[src/rtl/core/jsu_pkg.sv]
// Shared types, codes and helpers for the JSON string unescape core.
package jsu_pkg;

  localparam int unsigned ByteW = 8;
  localparam int unsigned KindW = 2;
  localparam int unsigned CodeW = 16;
  localparam int unsigned MaxOut = 3;

  localparam logic [KindW-1:0] KIND_BYTE  = 2'd0;
  localparam logic [KindW-1:0] KIND_CLOSE = 2'd1;
  localparam logic [KindW-1:0] KIND_ERROR = 2'd2;

  localparam logic [ByteW-1:0] CH_QUOTE = 8'h22;
  localparam logic [ByteW-1:0] CH_BSLASH = 8'h5C;
  localparam logic [ByteW-1:0] CH_SLASH = 8'h2F;
  localparam logic [ByteW-1:0] CH_B = 8'h62;
  localparam logic [ByteW-1:0] CH_F = 8'h66;
  localparam logic [ByteW-1:0] CH_N = 8'h6E;
  localparam logic [ByteW-1:0] CH_R = 8'h72;
  localparam logic [ByteW-1:0] CH_T = 8'h74;
  localparam logic [ByteW-1:0] CH_U = 8'h75;

  typedef enum logic [3:0] {
    PH_IDLE = 4'b0001,
    PH_STR  = 4'b0010,
    PH_ESC  = 4'b0100,
    PH_HEX  = 4'b1000
  } phase_t;

  typedef struct packed {
    logic       ok;
    logic [3:0] val;
  } hex_t;

  function automatic hex_t hex_decode(input logic [ByteW-1:0] c);
    hex_t h;
    h.ok  = 1'b1;
    h.val = 4'd0;
    if (c inside {[8'h30:8'h39]}) begin
      h.val = c[3:0];
    end else if (c inside {[8'h61:8'h66], [8'h41:8'h46]}) begin
      h.val = c[3:0] + 4'd9;
    end else begin
      h.ok = 1'b0;
    end
    return h;
  endfunction

  function automatic logic is_space(input logic [ByteW-1:0] c);
    return (c == 8'h20) || (c inside {[8'h09:8'h0D]});
  endfunction

endpackage

[src/rtl/core/json_string_unescape_core.sv]
// Top level of the JSON string unescape core: byte decoder and result queue.
//
//  channel | dir | tdata             | tuser            | tlast
//  in_     | in  | char_byte[7:0]    | end_of_text      | -
//  out_    | out | out_byte[7:0]     | kind[1:0]        | last_of_run
//
// One input byte per cycle absent stalls: it is registered, decoded against the
// parse state, and its results land in a three-slot result register once it is
// free. Most bytes give zero or one result and flow at one per cycle unless the
// output stalls; the fourth hex digit of a \u escape gives up to three, drained
// one per cycle while out_tready is high, holding off input. Reset (rst_n low,
// synchronous) returns to idle; a stall on out_tready backs up into in_tready.
module json_string_unescape_core (
  input  logic       clk,
  input  logic       rst_n,
  input  logic       in_tvalid,
  output logic       in_tready,
  input  logic [7:0] in_tdata,   // [7:0] char_byte
  input  logic       in_tuser,   // [0] end_of_text
  output logic       out_tvalid,
  input  logic       out_tready,
  output logic [7:0] out_tdata,  // [7:0] out_byte
  output logic [1:0] out_tuser,  // [1:0] kind
  output logic       out_tlast
);

  // input register
  logic                      st_valid_r;
  logic [jsu_pkg::ByteW-1:0] st_byte_r;
  logic                      st_eot_r;

  // parse state
  jsu_pkg::phase_t           phase_r, phase_nxt;
  logic [1:0]                hex_cnt_r, hex_cnt_nxt;
  logic [jsu_pkg::CodeW-1:0] acc_r, acc_nxt;

  // result register
  logic                      rq_valid_r;
  logic [1:0]                rq_last_r;
  logic [1:0]                rq_idx_r;
  logic [jsu_pkg::KindW-1:0] rq_kind_r;
  logic [jsu_pkg::ByteW-1:0] rq_byte_r [jsu_pkg::MaxOut];

  // decode results
  logic [1:0]                dec_n;
  logic [jsu_pkg::KindW-1:0] dec_kind;
  logic [jsu_pkg::ByteW-1:0] dec_byte [jsu_pkg::MaxOut];
  jsu_pkg::hex_t             hx;
  logic [jsu_pkg::CodeW-1:0] cp;

  logic rq_done, rq_free, advance, in_xfer;

  assign rq_done = rq_valid_r && out_tready && (rq_idx_r == rq_last_r);
  assign rq_free = !rq_valid_r || rq_done;
  assign advance = st_valid_r && ((dec_n == 2'd0) || rq_free);
  assign in_tready = !st_valid_r || advance;
  assign in_xfer = in_tvalid && in_tready;

  assign hx = jsu_pkg::hex_decode(st_byte_r);
  assign cp = {acc_r[jsu_pkg::CodeW-5:0], hx.val};

  always_comb begin
    dec_n       = 2'd0;
    dec_kind    = jsu_pkg::KIND_BYTE;
    dec_byte[0] = '0;
    dec_byte[1] = '0;
    dec_byte[2] = '0;
    phase_nxt   = phase_r;
    hex_cnt_nxt = hex_cnt_r;
    acc_nxt     = acc_r;
    if (st_eot_r) begin
      dec_n    = 2'd1;
      dec_kind = jsu_pkg::KIND_ERROR;
      phase_nxt = jsu_pkg::PH_IDLE;
      hex_cnt_nxt = '0;
      acc_nxt  = '0;
    end else begin
      case (phase_r)
        jsu_pkg::PH_IDLE: begin
          if (st_byte_r == jsu_pkg::CH_QUOTE) begin
            phase_nxt = jsu_pkg::PH_STR;
          end else if (!jsu_pkg::is_space(st_byte_r)) begin
            dec_n    = 2'd1;
            dec_kind = jsu_pkg::KIND_ERROR;
          end
        end
        jsu_pkg::PH_STR: begin
          if (st_byte_r == jsu_pkg::CH_QUOTE) begin
            dec_n     = 2'd1;
            dec_kind  = jsu_pkg::KIND_CLOSE;
            phase_nxt = jsu_pkg::PH_IDLE;
          end else if (st_byte_r == jsu_pkg::CH_BSLASH) begin
            phase_nxt = jsu_pkg::PH_ESC;
          end else begin
            dec_n       = 2'd1;
            dec_byte[0] = st_byte_r;
          end
        end
        jsu_pkg::PH_ESC: begin
          dec_n     = 2'd1;
          phase_nxt = jsu_pkg::PH_STR;
          case (st_byte_r)
            jsu_pkg::CH_QUOTE, jsu_pkg::CH_BSLASH, jsu_pkg::CH_SLASH: begin
              dec_byte[0] = st_byte_r;
            end
            jsu_pkg::CH_B: dec_byte[0] = 8'h08;
            jsu_pkg::CH_F: dec_byte[0] = 8'h0C;
            jsu_pkg::CH_N: dec_byte[0] = 8'h0A;
            jsu_pkg::CH_R: dec_byte[0] = 8'h0D;
            jsu_pkg::CH_T: dec_byte[0] = 8'h09;
            jsu_pkg::CH_U: begin
              dec_n       = 2'd0;
              phase_nxt   = jsu_pkg::PH_HEX;
              hex_cnt_nxt = '0;
              acc_nxt     = '0;
            end
            default: begin
              dec_kind  = jsu_pkg::KIND_ERROR;
              phase_nxt = jsu_pkg::PH_IDLE;
              hex_cnt_nxt = '0;
              acc_nxt   = '0;
            end
          endcase
        end
        jsu_pkg::PH_HEX: begin
          if (!hx.ok) begin
            dec_n       = 2'd1;
            dec_kind    = jsu_pkg::KIND_ERROR;
            phase_nxt   = jsu_pkg::PH_IDLE;
            hex_cnt_nxt = '0;
            acc_nxt     = '0;
          end else if (hex_cnt_r == 2'd3) begin
            // code point complete: UTF-8 encode, 1 to 3 bytes
            if (cp[15:7] == '0) begin
              dec_n       = 2'd1;
              dec_byte[0] = cp[7:0];
            end else if (cp[15:11] == '0) begin
              dec_n       = 2'd2;
              dec_byte[0] = {3'b110, cp[10:6]};
              dec_byte[1] = {2'b10, cp[5:0]};
            end else begin
              dec_n       = 2'd3;
              dec_byte[0] = {4'b1110, cp[15:12]};
              dec_byte[1] = {2'b10, cp[11:6]};
              dec_byte[2] = {2'b10, cp[5:0]};
            end
            phase_nxt   = jsu_pkg::PH_STR;
            hex_cnt_nxt = '0;
            acc_nxt     = '0;
          end else begin
            hex_cnt_nxt = hex_cnt_r + 2'd1;
            acc_nxt     = cp;
          end
        end
        default: begin
          phase_nxt   = jsu_pkg::PH_IDLE;
          hex_cnt_nxt = '0;
          acc_nxt     = '0;
        end
      endcase
    end
  end

  // input register
  always_ff @(posedge clk) begin
    if (!rst_n) begin
      st_valid_r <= 1'b0;
    end else if (in_tready) begin
      st_valid_r <= in_tvalid;
    end
  end

  always_ff @(posedge clk) begin
    if (in_xfer) begin
      st_byte_r <= in_tdata;
      st_eot_r  <= in_tuser;
    end
  end

  // parse state moves when the registered byte is consumed
  always_ff @(posedge clk) begin
    if (!rst_n) begin
      phase_r   <= jsu_pkg::PH_IDLE;
      hex_cnt_r <= '0;
      acc_r     <= '0;
    end else if (advance) begin
      phase_r   <= phase_nxt;
      hex_cnt_r <= hex_cnt_nxt;
      acc_r     <= acc_nxt;
    end
  end

  // result register control
  always_ff @(posedge clk) begin
    if (!rst_n) begin
      rq_valid_r <= 1'b0;
      rq_idx_r   <= '0;
    end else if (advance && (dec_n != 2'd0)) begin
      rq_valid_r <= 1'b1;
      rq_idx_r   <= '0;
    end else if (rq_done) begin
      rq_valid_r <= 1'b0;
      rq_idx_r   <= '0;
    end else if (rq_valid_r && out_tready) begin
      rq_idx_r <= rq_idx_r + 2'd1;
    end
  end

  always_ff @(posedge clk) begin
    if (advance && (dec_n != 2'd0)) begin
      rq_last_r    <= dec_n - 2'd1;
      rq_kind_r    <= dec_kind;
      rq_byte_r[0] <= dec_byte[0];
      rq_byte_r[1] <= dec_byte[1];
      rq_byte_r[2] <= dec_byte[2];
    end
  end

  assign out_tvalid = rq_valid_r;
  assign out_tdata  = rq_byte_r[rq_idx_r];
  assign out_tuser  = rq_kind_r;
  assign out_tlast  = (rq_idx_r == rq_last_r);

endmodule

[config.mk]
export PLATFORM = sky130hd
export DESIGN_NAME = json_string_unescape_core
export DESIGN_NICKNAME = d
export VERILOG_FILES = /design/src/rtl/core/jsu_pkg.sv /design/src/rtl/core/json_string_unescape_core.sv
export SDC_FILE = /design/constraint.sdc
export NUM_CORES = 1
export LEC_CHECK = 0
export BUFFER_PORTS_ARGS = -buffer_cell sky130_fd_sc_hd__clkbuf_2
export CAP_MARGIN = 20
export CORE_MARGIN = 1.5
export CORE_UTILIZATION = 45
export DETAILED_ROUTE_END_ITERATION = 10
export SLEW_MARGIN = 30
export SYNTH_ARGS = -nofsm -noshare
export SYNTH_HDL_FRONTEND = slang
export SYNTH_SLANG_ARGS = --single-unit
[constraint.sdc]
create_clock -name clk -period 9.2 [get_ports clk]
set_clock_uncertainty 0.1 [all_clocks]
set_input_delay 0.92 -clock clk [delete_from_list [all_inputs] [get_ports clk]]
set_output_delay 0.92 -clock clk [all_outputs]
set_load 0.03 [all_outputs]
-- Yosys cells after proc, flatten, opt, wreduce, memory -nomap -nowiden
Memory sizes are Yosys's and may differ from the RTL's. A register that Yosys moved wholly into a read port is not among the register bits.
Cells that the tools add are included.
- equality and inequality tests: 21
- $lt $le $gt $ge: 8
- shifts and indexed selects: 0
- add/sub/neg operators: 4
- bitwise operators: 1
- reduce and logical (&&, ||, !) cells: 28
- divide/modulo/power cells: 0
- $mul: 0
- mux-type cells: 57
- operators by type and width (kind ; number):
    $mux 24 ; 3
    $eq 8x7->1 const B ; 7
    $mux 12 ; 4
    $pmux 8 s6 ; 1
    $pmux 12 s3 ; 1
    $mux 16 ; 2
    $mux 4 ; 8
    $mux 8 ; 4
    $mux 2 ; 14
    $eq 8x6->1 const B ; 3
    $pmux 8 s3 ; 1
    $ge 8x7->1 const B ; 2
    $le 8x7->1 const B ; 2
    $pmux 2 s4 ; 2
    $pmux 4 s4 ; 1
    $mux 14 ; 1
    $mux 1 ; 13
    $logic_and 1x1->1 ; 9
    $logic_not 9->1 ; 1
    $reduce_or 9->1 ; 1
    $ge 8x4->1 const B ; 1
    $ge 8x6->1 const B ; 1
    $le 8x4->1 const B ; 1
    $le 8x6->1 const B ; 1
    other kinds (25) ; 35
- register bits after elaboration: 35
- bits in latches: 0
- memories kept: 1
- bits of input ports: 13
- RAM bits: 24
- memory bits (read-only): 0
- memories (memory ; depth ; width ; read ports ; clocked after Yosys merged registers in ; write ports ; RTL line ; text):
    rq_byte_r ; 3 ; 8 ; 1 ; 1 ; 3 ; json_string_unescape_core.sv:42 ; logic [jsu_pkg::ByteW-1:0] rq_byte_r [jsu_pkg::MaxOut];

-- Depth between registers and ports, before layout
Gate-level depths: netlist (run 1).
- depth after elaboration: 14
- mapped depth: 13

-- Worst setup path after synthesis (run 1)
Ideal clock, no wire load.
- path kind: register to register
- from: register st_byte_r[2] in the netlist's numbering
- to: register rq_kind_r, in the netlist out_tuser[0], enable pin
- slack: 5.268 ns
- buffers on the path: 2
- cell stages (with the launch flop): 11
- data arrival time: 3.423 ns
- library setup time: 0.409 ns
- required time: 8.691 ns
- cell sequence: edfxtp_1 buf_6 clkbuf_1 nor2_1 o211ai_1 a2111oi_0 o21ai_0 a2111oi_0 ha_1 o21ai_0 nor2_1
- word-level cells in the longest chain between the ends: 12
- ends and longest elaborated chain (what ; RTL line ; text):
    start, declared ; json_string_unescape_core.sv:29 ; logic [jsu_pkg::ByteW-1:0] st_byte_r;
    start signal, assigned ; json_string_unescape_core.sv:175 ; st_byte_r <= in_tdata;
    $ge 8x7->1 / $le 8x7->1 (equally long branches) ; jsu_pkg.sv:41 ; end else if (c inside {[8'h61:8'h66], [8'h41:8'h46]}) begin
    $logic_and 1x1->1 ; jsu_pkg.sv:41 ;
    $reduce_bool 2->1 ; jsu_pkg.sv:41 ;
    $mux 1 ; jsu_pkg.sv:41 ;
    $mux 1 ; jsu_pkg.sv:39 ; if (c inside {[8'h30:8'h39]}) begin
    $mux 2 ; json_string_unescape_core.sv:126 ; if (!hx.ok) begin
    $pmux 2 s4 * ; json_string_unescape_core.sv:78 ; case (phase_r)
    $mux 2 * ; json_string_unescape_core.sv:71 ; if (st_eot_r) begin
    $logic_not 2->1 ; json_string_unescape_core.sv:55 ; assign advance = st_valid_r && ((dec_n == 2'd0) || rq_free);
    $logic_or 1x1->1 ; json_string_unescape_core.sv:55 ;
    $logic_and 1x1->1 ; json_string_unescape_core.sv:55 ;
    $logic_and 1x1->1 * ; json_string_unescape_core.sv:210 ; if (advance && (dec_n != 2'd0)) begin
    end signal, assigned ; json_string_unescape_core.sv:212 ; rq_kind_r <= dec_kind;
    end, declared ; json_string_unescape_core.sv:41 ; logic [jsu_pkg::KindW-1:0] rq_kind_r;
Mark *: on every way between the ends. The rest lies on a longest branch, timed or not.
A chain may end at the register's enable or synchronous reset.

-- Final worst setup path (run 1)
- from: register st_byte_r[1] in the netlist's numbering
- to: output in_tready
- word-level cells in the longest chain between the ends: 12
- ends and longest elaborated chain (what ; RTL line ; text):
    $ge 8x7->1 / $le 8x7->1 (equally long branches) ; jsu_pkg.sv:41 ;
    $logic_and 1x1->1 ; jsu_pkg.sv:41 ;
    $reduce_bool 2->1 ; jsu_pkg.sv:41 ;
    $mux 1 ; jsu_pkg.sv:41 ;
    $mux 1 ; jsu_pkg.sv:39 ;
    $mux 2 ; json_string_unescape_core.sv:126 ;
    $pmux 2 s4 * ; json_string_unescape_core.sv:78 ;
    $mux 2 * ; json_string_unescape_core.sv:71 ;
    $logic_not 2->1 * ; json_string_unescape_core.sv:55 ;
    $logic_or 1x1->1 * ; json_string_unescape_core.sv:55 ;
    $logic_and 1x1->1 * ; json_string_unescape_core.sv:55 ;
    $logic_or 1x1->1 * ; json_string_unescape_core.sv:56 ; assign in_tready = !st_valid_r || advance;
    end, declared ; json_string_unescape_core.sv:17 ; output logic in_tready,
Marked as above.

==> results of run 1 <==
==> routing by layer <==
layer / share of wire [%] / wire length (um)
met2: 47 / 3900
met4: 2.2 / 183
met3: 4.4 / 365
met5: 0 / 0
met1: 47 / 3880
==> synthesized netlist by cell type (6+ instances only) <==
cell,n
nand3_1,8
dfxtp_1,24
ha_1,7
mux2i_1,24
inv_1,9
o21ai_0,25
nor2b_1,7
clkbuf_1,10
a211oi_1,6
nand2_1,45
nor2_1,22
edfxtp_1,35
a31oi_1,8
and2_1,6
a21oi_1,17
==> cell usage in the layout, fill, tap and decap left out, types with 7 or more instances in the layout <==
cell type and n:
inv_1 9, nor2_1 21, clkbuf_2 25, nand2_1 45, o21ai_0 25, ha_1 7, edfxtp_1 35, a31oi_1 8
mux2i_1 24, nand3_1 8, nor2b_1 7, dfxtp_1 24, a21oi_1 16, clkbuf_8 9
==> sequential cells by signal, indices dropped and copies added, names as in the netlist, named ones only <==
register	flops
phase_r	4
st_eot_r	1
acc_r	12
hex_cnt_r	2
rq_idx_r	2
out_tvalid	1
rq_last_r	2
rq_byte_r	22
st_valid_r	1
out_tuser	2
st_byte_r	8
==> where the power goes <==
group | internal (mW) | total (mW) | switching [mW]
logic | 0.0209 | 0.0577 | 0.0367
clock network | 0.0953 | 0.201 | 0.106
registers | 0.291 | 0.303 | 0.0127
==> final cells by class <==
class	instances	area share, %
Clock buffer	10	3.23
Clock inverter	6	0.854
Inverter	10	0.949
Multi-Input combinational cell	279	49.5
Sequential cell	59	38.7
Tap cell	102	3.23
Timing Repair Buffer	27	3.54
==> logic make-up after synthesis <==
kind of cell | after synthesis | synth area share (%)
AO/OA/AOI/OAI | 96 | 18.9
XOR/XNOR | 6 | 1.44
adder cells (fa/ha/maj) | 7 | 2.40
buffers and inverters | 31 | 4.63
flip-flops | 59 | 42.0
multiplexers | 25 | 6.90
AND/OR/NAND/NOR | 145 | 23.7
==> worst max path at each step <==
stage | slack [ps] | cells after the start | to
2_1_floorplan | 5270 | 10 | out_tuser[0]$_SDFFCE_PP0P_
3_3_place_gp | 5100 | 9 | rq_byte_r[2][5]$_SDFFCE_PP0P_
3_5_place_dp | 5110 | 10 | in_tready
4_1_cts | 4730 | 10 | in_tready
5_1_grt | 4460 | 10 | in_tready
6_report | 4660 | 10 | in_tready
==> through the flow <==
stage | instance area (um2) | hold slack, ps | worst slack, ps | instances
finish | 3960 | 378 | 4660 | 493
global route | 3960 | 413 | 4460 | 493
detailed placement | 3790 | 376 | 5110 | 477
CTS | 3950 | 382 | 4730 | 493
global placement | 3790 | 351 | 5100 | 477
floorplan | 3650 | 342 | 5270 | 369
==> worst max-delay path, cell delays in order, from the launching register on <==
cell and delay (ps):
edfxtp_1 520, inv_1 160, ha_1 270, or3b_1 230, nand3_2 220, a21oi_1 690, nand3_1 190, ha_1 290
nor2b_1 290, nand2_1 110, clkbuf_2 210
==> flow_summary.toml, run 1 <==
[grt]
grt_pass1_vias = 2667
use_met2_pct = 33.1
grt.total_usage_pct = 20.3
grt_overflow = 0
grt_util_met1_pct = 25.8
antenna_found_initial = 0
grt_use_met3_pct = 4.96
grt_max_degree = 27
gr-max-usage-layer = "met2"
grt_pass1_wl_um = 13400

[yosys]
seq_area_frac_synth_pct = 42.0
avgSynthCellArea_um2 = 9.88
ys.flop_type = "edfxtp_1"
syn-num-nets = 389
synth_area_leaders = "edfxtp_1, dfxtp_1, mux2i_1, nand2_1, o21ai_0"
synth_top_area_share_pct = 28.8
ys_ff_latch = 59
syn_area_um2 = 3650
synth_top_area_cell = "edfxtp_1"
ys_types = 67
synth_edf_count = 35
synth_warnings = 0
async_flop_share_pct = 0
postSynthCellCount = 369

[pwr]
peakVddDrop_mv = 0.0606
leakagePower_nw = 1.40
power_uw = 562
pwr_density_cell_nw_per_um2 = 142

[sta]
maxSlewHeadroom_pct = 42.7
hold_viol = 0
finalMaxSlewViolations = 0
setup_viol = 0
grt_setup_unrepaired = "no"
worst_pin_slew_ps = 852
timing.fmax_mhz = 220
layout_worst_path_cycle_share_pct = 49.4
setup_tns_ps = 0
fin_crit_ps = 4540

[floorplan]
fp.dieW_um = 93.0
io_pins = 26
floorplan.initialDensity_pct = 47.0
core_region_area_um2 = 7770
die_h_um = 93.0
die_area_um2 = 8650
num_rows = 32

[min_path]
hp-start = "hex_cnt_r[1]$_SDFFE_PN0P_"
worstHoldEndpoint = "hex_cnt_r[1]$_SDFFE_PN0P_"
whs_path_depth = 2
hold_path_class = "reg -> reg"

[drt]
drt_pre_antenna_iters = 4
routedWlPerCell_um = 16.9
dr.first_iter.drc_count = 256
ant_nets = 0
wl_um = 8330
drc_errors = 0
viasPerCell = 5.81
num_vias = 2865

[place]
portBuffers = 25
hpwl_um = 6110
gp_congestion = 0.893

[worst_setup_path]
critPathLaunch = "st_byte_r[1]$_DFFE_PP_"
reg2reg_to = "rq_byte_r[0][4]$_SDFFCE_PP0P_"
worstSetupEndpointType = "output pin"
critPathRequiredTime_ps = 8180
cp-start-kind = "flip-flop"
r2r_cells = 9
critical_path_class = "reg -> out"
r2r-start = "st_byte_r[0]$_DFFE_PP_"
ff2ff_setup_slack_ps = 5090
critical_path_arrival_ps = 3520
cp_max_fo = 11

[job]
maxCapViolations = 0

[cts]
h-tree-depth = 3
cts_hold_buf = 0
cts_buffers = 9
root_buffer = "clkbuf_8"
cts_tree = "yes"
insertion_delay_ps = 340
cts_buffer_depth = 2
numClockSinks = 59
post-cts-setup-buffer-count = 0
clk_pin_slew_worst_paths_ps = 70
post_cts_resized = 0

[final_layout]
diodes = 0
drive_gt1_share_pct = 16.4
utilization_pct = 50.9
multi_input_area_um2 = 1960
fin_nets = 406
seqCellArea_um2 = 1530
fillers = 751
area_growth_pct = 8.47

[status]
status = "finished clean"
Note: power is estimated with default switching activity, not from simulation.
==> inputs of run 2 (changes only) <==
--- a/config.mk
+++ b/config.mk
@@ -5,6 +5,7 @@
 export SDC_FILE = /design/constraint.sdc
 export NUM_CORES = 1
 export LEC_CHECK = 0
+export ABC_AREA = 1
 export BUFFER_PORTS_ARGS = -buffer_cell sky130_fd_sc_hd__clkbuf_2
 export CAP_MARGIN = 20
 export CORE_MARGIN = 1.5
==> constraint.sdc (replaced) <==
create_clock -name clk -period 4.5 [get_ports clk]
set_clock_uncertainty 0.1 [all_clocks]
set_input_delay 0.45 -clock clk [delete_from_list [all_inputs] [get_ports clk]]
set_output_delay 0.45 -clock clk [all_outputs]
set_load 0.03 [all_outputs]
==> flow_summary.toml, run 2 <==
[cts]
clk_pin_slew_worst_paths_ps = 70
numClockSinks = 59
insertion_delay_ps = 350
cts_buffers = 9
h-tree-depth = 3
cts_hold_buf = 0
cts_buffer_depth = 2
root_buffer = "clkbuf_8"
cts_tree = "yes"

[yosys]
syn-num-nets = 487
async_flop_share_pct = 0
seq_area_frac_synth_pct = 43.3
synth_area_leaders = "edfxtp_1, dfxtp_1, nand2_1, nor2_1, a21oi_1"
synthTopCellsByCount = "nand2_1, nor2_1, inv_1, a21oi_1, edfxtp_1"
synth_top_area_share_pct = 29.7
synth_top_area_cell = "edfxtp_1"
avgSynthCellArea_um2 = 7.58
synth_most_common_cell = "nand2_1"
ys_ff_latch = 59
synth_edf_count = 35
postSynthCellCount = 467
ys_types = 34
syn_area_um2 = 3540
synth_warnings = 0
ys.flop_type = "edfxtp_1"

[pwr]
internal-power_mw = 1.00
peakVddDrop_mv = 0.173
p_switching_uw = 447
swShare_pct = 30.8
power_mw = 1.45
combPwrFrac_pct = 17.5
pwr_density_cell_nw_per_um2 = 369
power_frac_seq_pct = 44.7
p_clk_share_pct = 37.8
leakagePower_nw = 1.79

[worst_setup_path]
cp-start-kind = "flip-flop"
path_common_cell = "inv_1"
crit_chain = "inv_1 > ha_1 > inv_1 > nand3_1 > nand3_2 > nand2_4 > nand3_2 > inv_2 > nand2_4 > nor2_8 > inv_2 > ha_1 > inv_1 > nand3_1 > nand2_1 > inv_1 > nand2_1 > clkinvlp_4 > o21ai_0 > inv_1"
critical_path_class = "reg -> reg"
reg2reg_to = "out_tvalid$_SDFFE_PN0P_"
ff2ff_setup_slack_ps = 820
r2r-start = "st_byte_r[0]$_DFFE_PP_"
critical_path_arrival_ps = 3820
critPathRequiredTime_ps = 4640
worstSetupEndpointType = "flip-flop"
cp_max_fo = 27
r2r_cells = 20
cpPeakStageDelay_ps = 500
critPathSlowestCell = "edfxtp_1"

[floorplan]
fp.dieW_um = 91.7
die_area_um2 = 8410
floorplan.initialDensity_pct = 46.1
io_pins = 26
core_region_area_um2 = 7690
num_rows = 32
die_h_um = 91.7

[drt]
routed.top_layer = "met4"
viasPerCell = 5.09
wl_met2_um = 3790
wl_met1_um = 4170
num_vias = 3038
drt_pre_antenna_iters = 6
routedWlPerCell_um = 14.3
dr.first_iter.drc_count = 243
ant_nets = 0
drc_errors = 0
wl_um = 8550
wl_met3_um = 417

[final_layout]
drive_gt1_share_pct = 17.8
fillers = 776
seqCellArea_um2 = 1530
utilization_pct = 51.2
diodes = 0
largest_register_ffs = 22
area_growth_pct = 11.1
top_register = "rq_byte_r"
mostFrequentLayoutCells = "nand2_1, nor2_1, inv_1"
reg.largest.list = "rq_byte_r: 22 flops, acc_r: 12 flops, st_byte_r: 8 flops"
design_area_um2 = 3940
final_common_cell = "nand2_1"
fin_nets = 510
final_cells = 597
multi_input_area_um2 = 1700

[grt]
grt_max_degree = 28
grt.total_usage_pct = 21.9
grt_overflow = 0
grt_pass1_vias = 2810
grt_pass1_wl_um = 14000
antenna_found_initial = 0

[sta]
fin_ws_ps = 818
timing.fmax_mhz = 272
fin_crit_ps = 3680
setup_tns_ps = 0
whs_ps = 172
maxSlewHeadroom_pct = 50.0
layout_worst_path_cycle_share_pct = 81.8
worst_pin_slew_ps = 747
grt_setup_unrepaired = "no"
hold_viol = 0
setup_viol = 0
finalMaxSlewViolations = 0

[min_path]
hp-start = "in_tdata[4]"
worstHoldEndpoint = "st_byte_r[4]$_DFFE_PP_"
whs_path_depth = 1
hold_path_class = "in -> reg"

[place]
dpl_cell_area_um2 = 3710
dp.cells = 581
portBuffers = 25
gp_congestion = 0.946
pre_cts_slack_ps = 992
hpwl_um = 6410

[job]
maxCapViolations = 0

[status]
status = "finished clean"
==> run 2: cell types whose count changed in the layout (fill, tap and decap cells not counted), sizes merged, moves of 9 or more <==
cell	delta
nand2	+79
nor2	+68
a31oi	-9
mux2i	-24
o21ai	-10
inv	+50
nand3	+15
a21oi	+23
==> run 2: layout make-up <==
| class | count | share of cell area (%) |
|---|---|---|
| timing repair buffer | 25 | 3.18 |
| inverter | 60 | 5.88 |
| multi-input combinational | 335 | 43.1 |
| tap | 102 | 3.24 |
| clock buffer | 9 | 3.15 |
| sequential | 59 | 38.9 |
| clock inverter | 7 | 2.54 |
==> run 2: logic make-up after synthesis <==
| group | share of synthesized area [%] |
|---|---|
| adders and majority gates | 2.47 |
| buffers and inverters | 8.87 |
| DFF | 43.3 |
| AOI/OAI and AO/OA | 9.26 |
| xor gates and xnor gates | 0.990 |
| and+or+nand+nor | 35.2 |
==> run 2: worst max-delay path by stage <==
stage	startpoint	cells past startpoint	endpoint	slack (ps)
after floorplan	st_byte_r[0]$_DFFE_PP_	16	out_tuser[0]$_SDFFCE_PP0P_	1430
after global placement	st_byte_r[0]$_DFFE_PP_	20	out_tvalid$_SDFFE_PN0P_	1130
after detailed placement	st_byte_r[0]$_DFFE_PP_	15	rq_byte_r[2][1]$_SDFFCE_PP0P_	990
after CTS	st_byte_r[0]$_DFFE_PP_	15	in_tready	930
after global routing	st_byte_r[0]$_DFFE_PP_	20	out_tvalid$_SDFFE_PN0P_	320
final	st_byte_r[0]$_DFFE_PP_	20	out_tvalid$_SDFFE_PN0P_	820
==> run 2: power groups by stage <==
stage | logic, mW | registers, mW | clock network, mW
global placement | 0.251 | 0.660 | 0
floorplan | 0.206 | 0.649 | 0
CTS | 0.252 | 0.648 | 0.558
finish | 0.254 | 0.648 | 0.548
global route | 0.288 | 0.652 | 0.583
detailed placement | 0.251 | 0.660 | 0
==> run 2: routing by layer <==
| layer | vias up | GRT usage [%] |
|---|---|---|
| met5 | - | 0 |
| met4 | 0 | 9.10 |
| met3 | 17 | 3.57 |
| met2 | 81 | 34.4 |
| met1 | 1390 | 30.0 |
| li1 | 1550 | - |
==> run 2: repair_timing <==
item | CTS | global route
endpoints found under the setup margin | 0 | 1
buffers inserted | 0 | 0
gates resized for setup | 0 | 1
==> run 2: worst max-delay path, delay by kind of cell, from the launching register on <==
kind	cells	cell delay [ps]
AOI/OAI and AO/OA	1	320
and+or+nand+nor	9	1120
buffers and inverters	8	1130
adders and majority gates	2	360
DFF	1	500
==> inputs of run 3 (changes only) <==
==> constraint.sdc (replaced) <==
create_clock -name clk -period 3.6 [get_ports clk]
set_clock_uncertainty 0.1 [all_clocks]
set_input_delay 0.36 -clock clk [delete_from_list [all_inputs] [get_ports clk]]
set_output_delay 0.36 -clock clk [all_outputs]
set_load 0.03 [all_outputs]
==> flow_summary.toml, run 3 (synthesized netlist as in run 2, its figures left out) <==
[worst_setup_path]
path_common_cell = "inv_2"
reg2reg_to = "rq_byte_r[0][5]$_SDFFCE_PP0P_"
critPathSlowestCell = "edfxtp_1"
crit_chain = "inv_2 > ha_1 > inv_1 > nand3_1 > nand3_4 > nand2_4 > nand3_2 > inv_2 > nand2_4 > nor2_8 > inv_2 > ha_1 > inv_1 > nand3_1 > clkbuf_2"
cp-start-kind = "flip-flop"
crit_family = "simple AND/OR/NAND/NOR gates"
critical_path_arrival_ps = 2870
critical_path_buf_inv_count = 6
critical_path_class = "reg -> out"
r2r-start = "st_byte_r[0]$_DFFE_PP_"
critPathRequiredTime_ps = 3140
cp_max_fo = 12
worstSetupEndpointType = "output pin"
cp.depth = 15
ff2ff_setup_slack_ps = 370
cpPeakStageDelay_ps = 490
r2r_cells = 19

[floorplan]
io_pins = 26
core_region_area_um2 = 7690
die_area_um2 = 8410
num_rows = 32
floorplan.initialDensity_pct = 46.1
fp.dieW_um = 91.7
die_h_um = 91.7

[place]
portBuffers = 25
hpwl_um = 6550
gp_congestion = 0.963

[min_path]
whs_path_depth = 1
hp-start = "in_tdata[4]"
worstHoldEndpoint = "st_byte_r[4]$_DFFE_PP_"
hold_path_class = "in -> reg"

[drt]
drc_errors = 0
wl_um = 8620
dr.first_iter.drc_count = 284
routedWlPerCell_um = 14.2
ant_nets = 0
drt_pre_antenna_iters = 5
viasPerCell = 5.07
num_vias = 3074

[grt]
grt_pass1_wl_um = 14500
grt_overflow = 0
grt_pass1_vias = 2967
grt_max_degree = 28
grt.total_usage_pct = 22.5
antenna_found_initial = 0

[cts]
insertion_delay_ps = 350
cts_buffer_depth = 2
clk_pin_slew_worst_paths_ps = 70
h-tree-depth = 3
root_buffer = "clkbuf_8"
cts_hold_buf = 0
numClockSinks = 59
cts_buffers = 9
cts_tree = "yes"

[sta]
hold_viol = 0
finalMaxSlewViolations = 0
setup_viol = 0
fin_crit_ps = 3330
maxSlewHeadroom_pct = 61.6
grt_setup_unrepaired = "no"
layout_worst_path_cycle_share_pct = 92.5
timing.fmax_mhz = 300
setup_tns_ps = 0
worst_pin_slew_ps = 571

[job]
maxCapViolations = 0

[final_layout]
mostFrequentLayoutCells = "nand2_1, nor2_1, inv_1"
final_common_cell = "nand2_1"
fin_nets = 519
utilization_pct = 52.1
largest_register_ffs = 22
area_growth_pct = 13.1
diodes = 0
top_register = "rq_byte_r"
drive_gt1_share_pct = 19.4
reg.largest.list = "rq_byte_r: 22 flops, acc_r: 12 flops, st_byte_r: 8 flops"

[pwr]
pwr_density_cell_nw_per_um2 = 453
peakVddDrop_mv = 0.291
leakagePower_nw = 1.83

[status]
status = "finished clean"
-- run 3: cell types whose count changed in the layout (fill, tap and decap cells not counted), sizes merged --
cell      previous run  this run
buf                  0         9
clkinvlp             1         2
clkinv               4         3
-- run 3: stage by stage --
stage / setup WS (ps) / cell area (um2) / hold WS [ps] / cells / power [mW]
2_1_floorplan: 534 / 3540 / 359 / 467 / 1.07
3_3_place_gp: 411 / 3740 / 401 / 586 / 1.15
3_5_place_dp: 273 / 3740 / 417 / 586 / 1.15
4_1_cts: 146 / 3960 / 75.1 / 602 / 1.82
5_1_grt: 20.2 / 4010 / 77.9 / 606 / 1.91
6_report: 270 / 4010 / 86.4 / 606 / 1.81
-- run 3: metal layers --
layer  GRT usage [%]  wire, um  vias up
li1                -         -     1575
met1            31.1      4140     1374
met2            34.9      3790      104
met3            3.81       492       21
met4            9.10       198        0
met5               0         0        -
-- run 3: repair_timing --
| action | 4_1_cts | 5_1_grt |
|---|---|---|
| buffers inserted | 0 | 4 |
| endpoints found under the setup margin | 0 | 20 |
| gates resized for setup | 0 | 4 |
-- run 3: power breakdown --
| part | internal (mW) | total [mW] | switching (mW) |
|---|---|---|---|
| combinational | 0.102 | 0.334 | 0.232 |
| sequential | 0.769 | 0.808 | 0.0388 |
| clock | 0.388 | 0.671 | 0.283 |
| total | 1.26 | 1.81 | 0.554 |
-- run 3: area by class of cell --
class                   count  area, um2
fillers                   766       3680
inverters                  60        231
clock buffers               9        124
multi-input cells         335       1700
flip-flops and latches     59       1530
repair buffers             34        196
clock inverters             7       91.3
well taps                 102        128
-- run 3: worst max path at each step --
stage                                 from  slack, ps                             to
floorplan           st_byte_r[0]$_DFFE_PP_        530     out_tuser[0]$_SDFFCE_PP0P_
global placement    st_byte_r[0]$_DFFE_PP_        410  rq_byte_r[2][5]$_SDFFCE_PP0P_
detailed placement  st_byte_r[1]$_DFFE_PP_        270  rq_byte_r[2][4]$_SDFFCE_PP0P_
CTS                 st_byte_r[0]$_DFFE_PP_        150                      in_tready
global route        st_byte_r[0]$_DFFE_PP_         20  rq_byte_r[1][2]$_SDFFCE_PP0P_
finish              st_byte_r[0]$_DFFE_PP_        270                      in_tready
-- run 3: worst register-to-register path, stage by stage (launching register included) --
cell and delay [ps]:
edfxtp_1 490, inv_2 140, ha_1 180, inv_1 60, nand3_1 150, nand3_4 170, nand2_4 160, nand3_2 100
inv_2 100, nand2_4 70, nor2_8 100, inv_2 70, ha_1 170, inv_1 80, nand3_1 80, nand2_1 90
inv_1 90, nand2_1 130, clkinvlp_4 210, buf_6 230
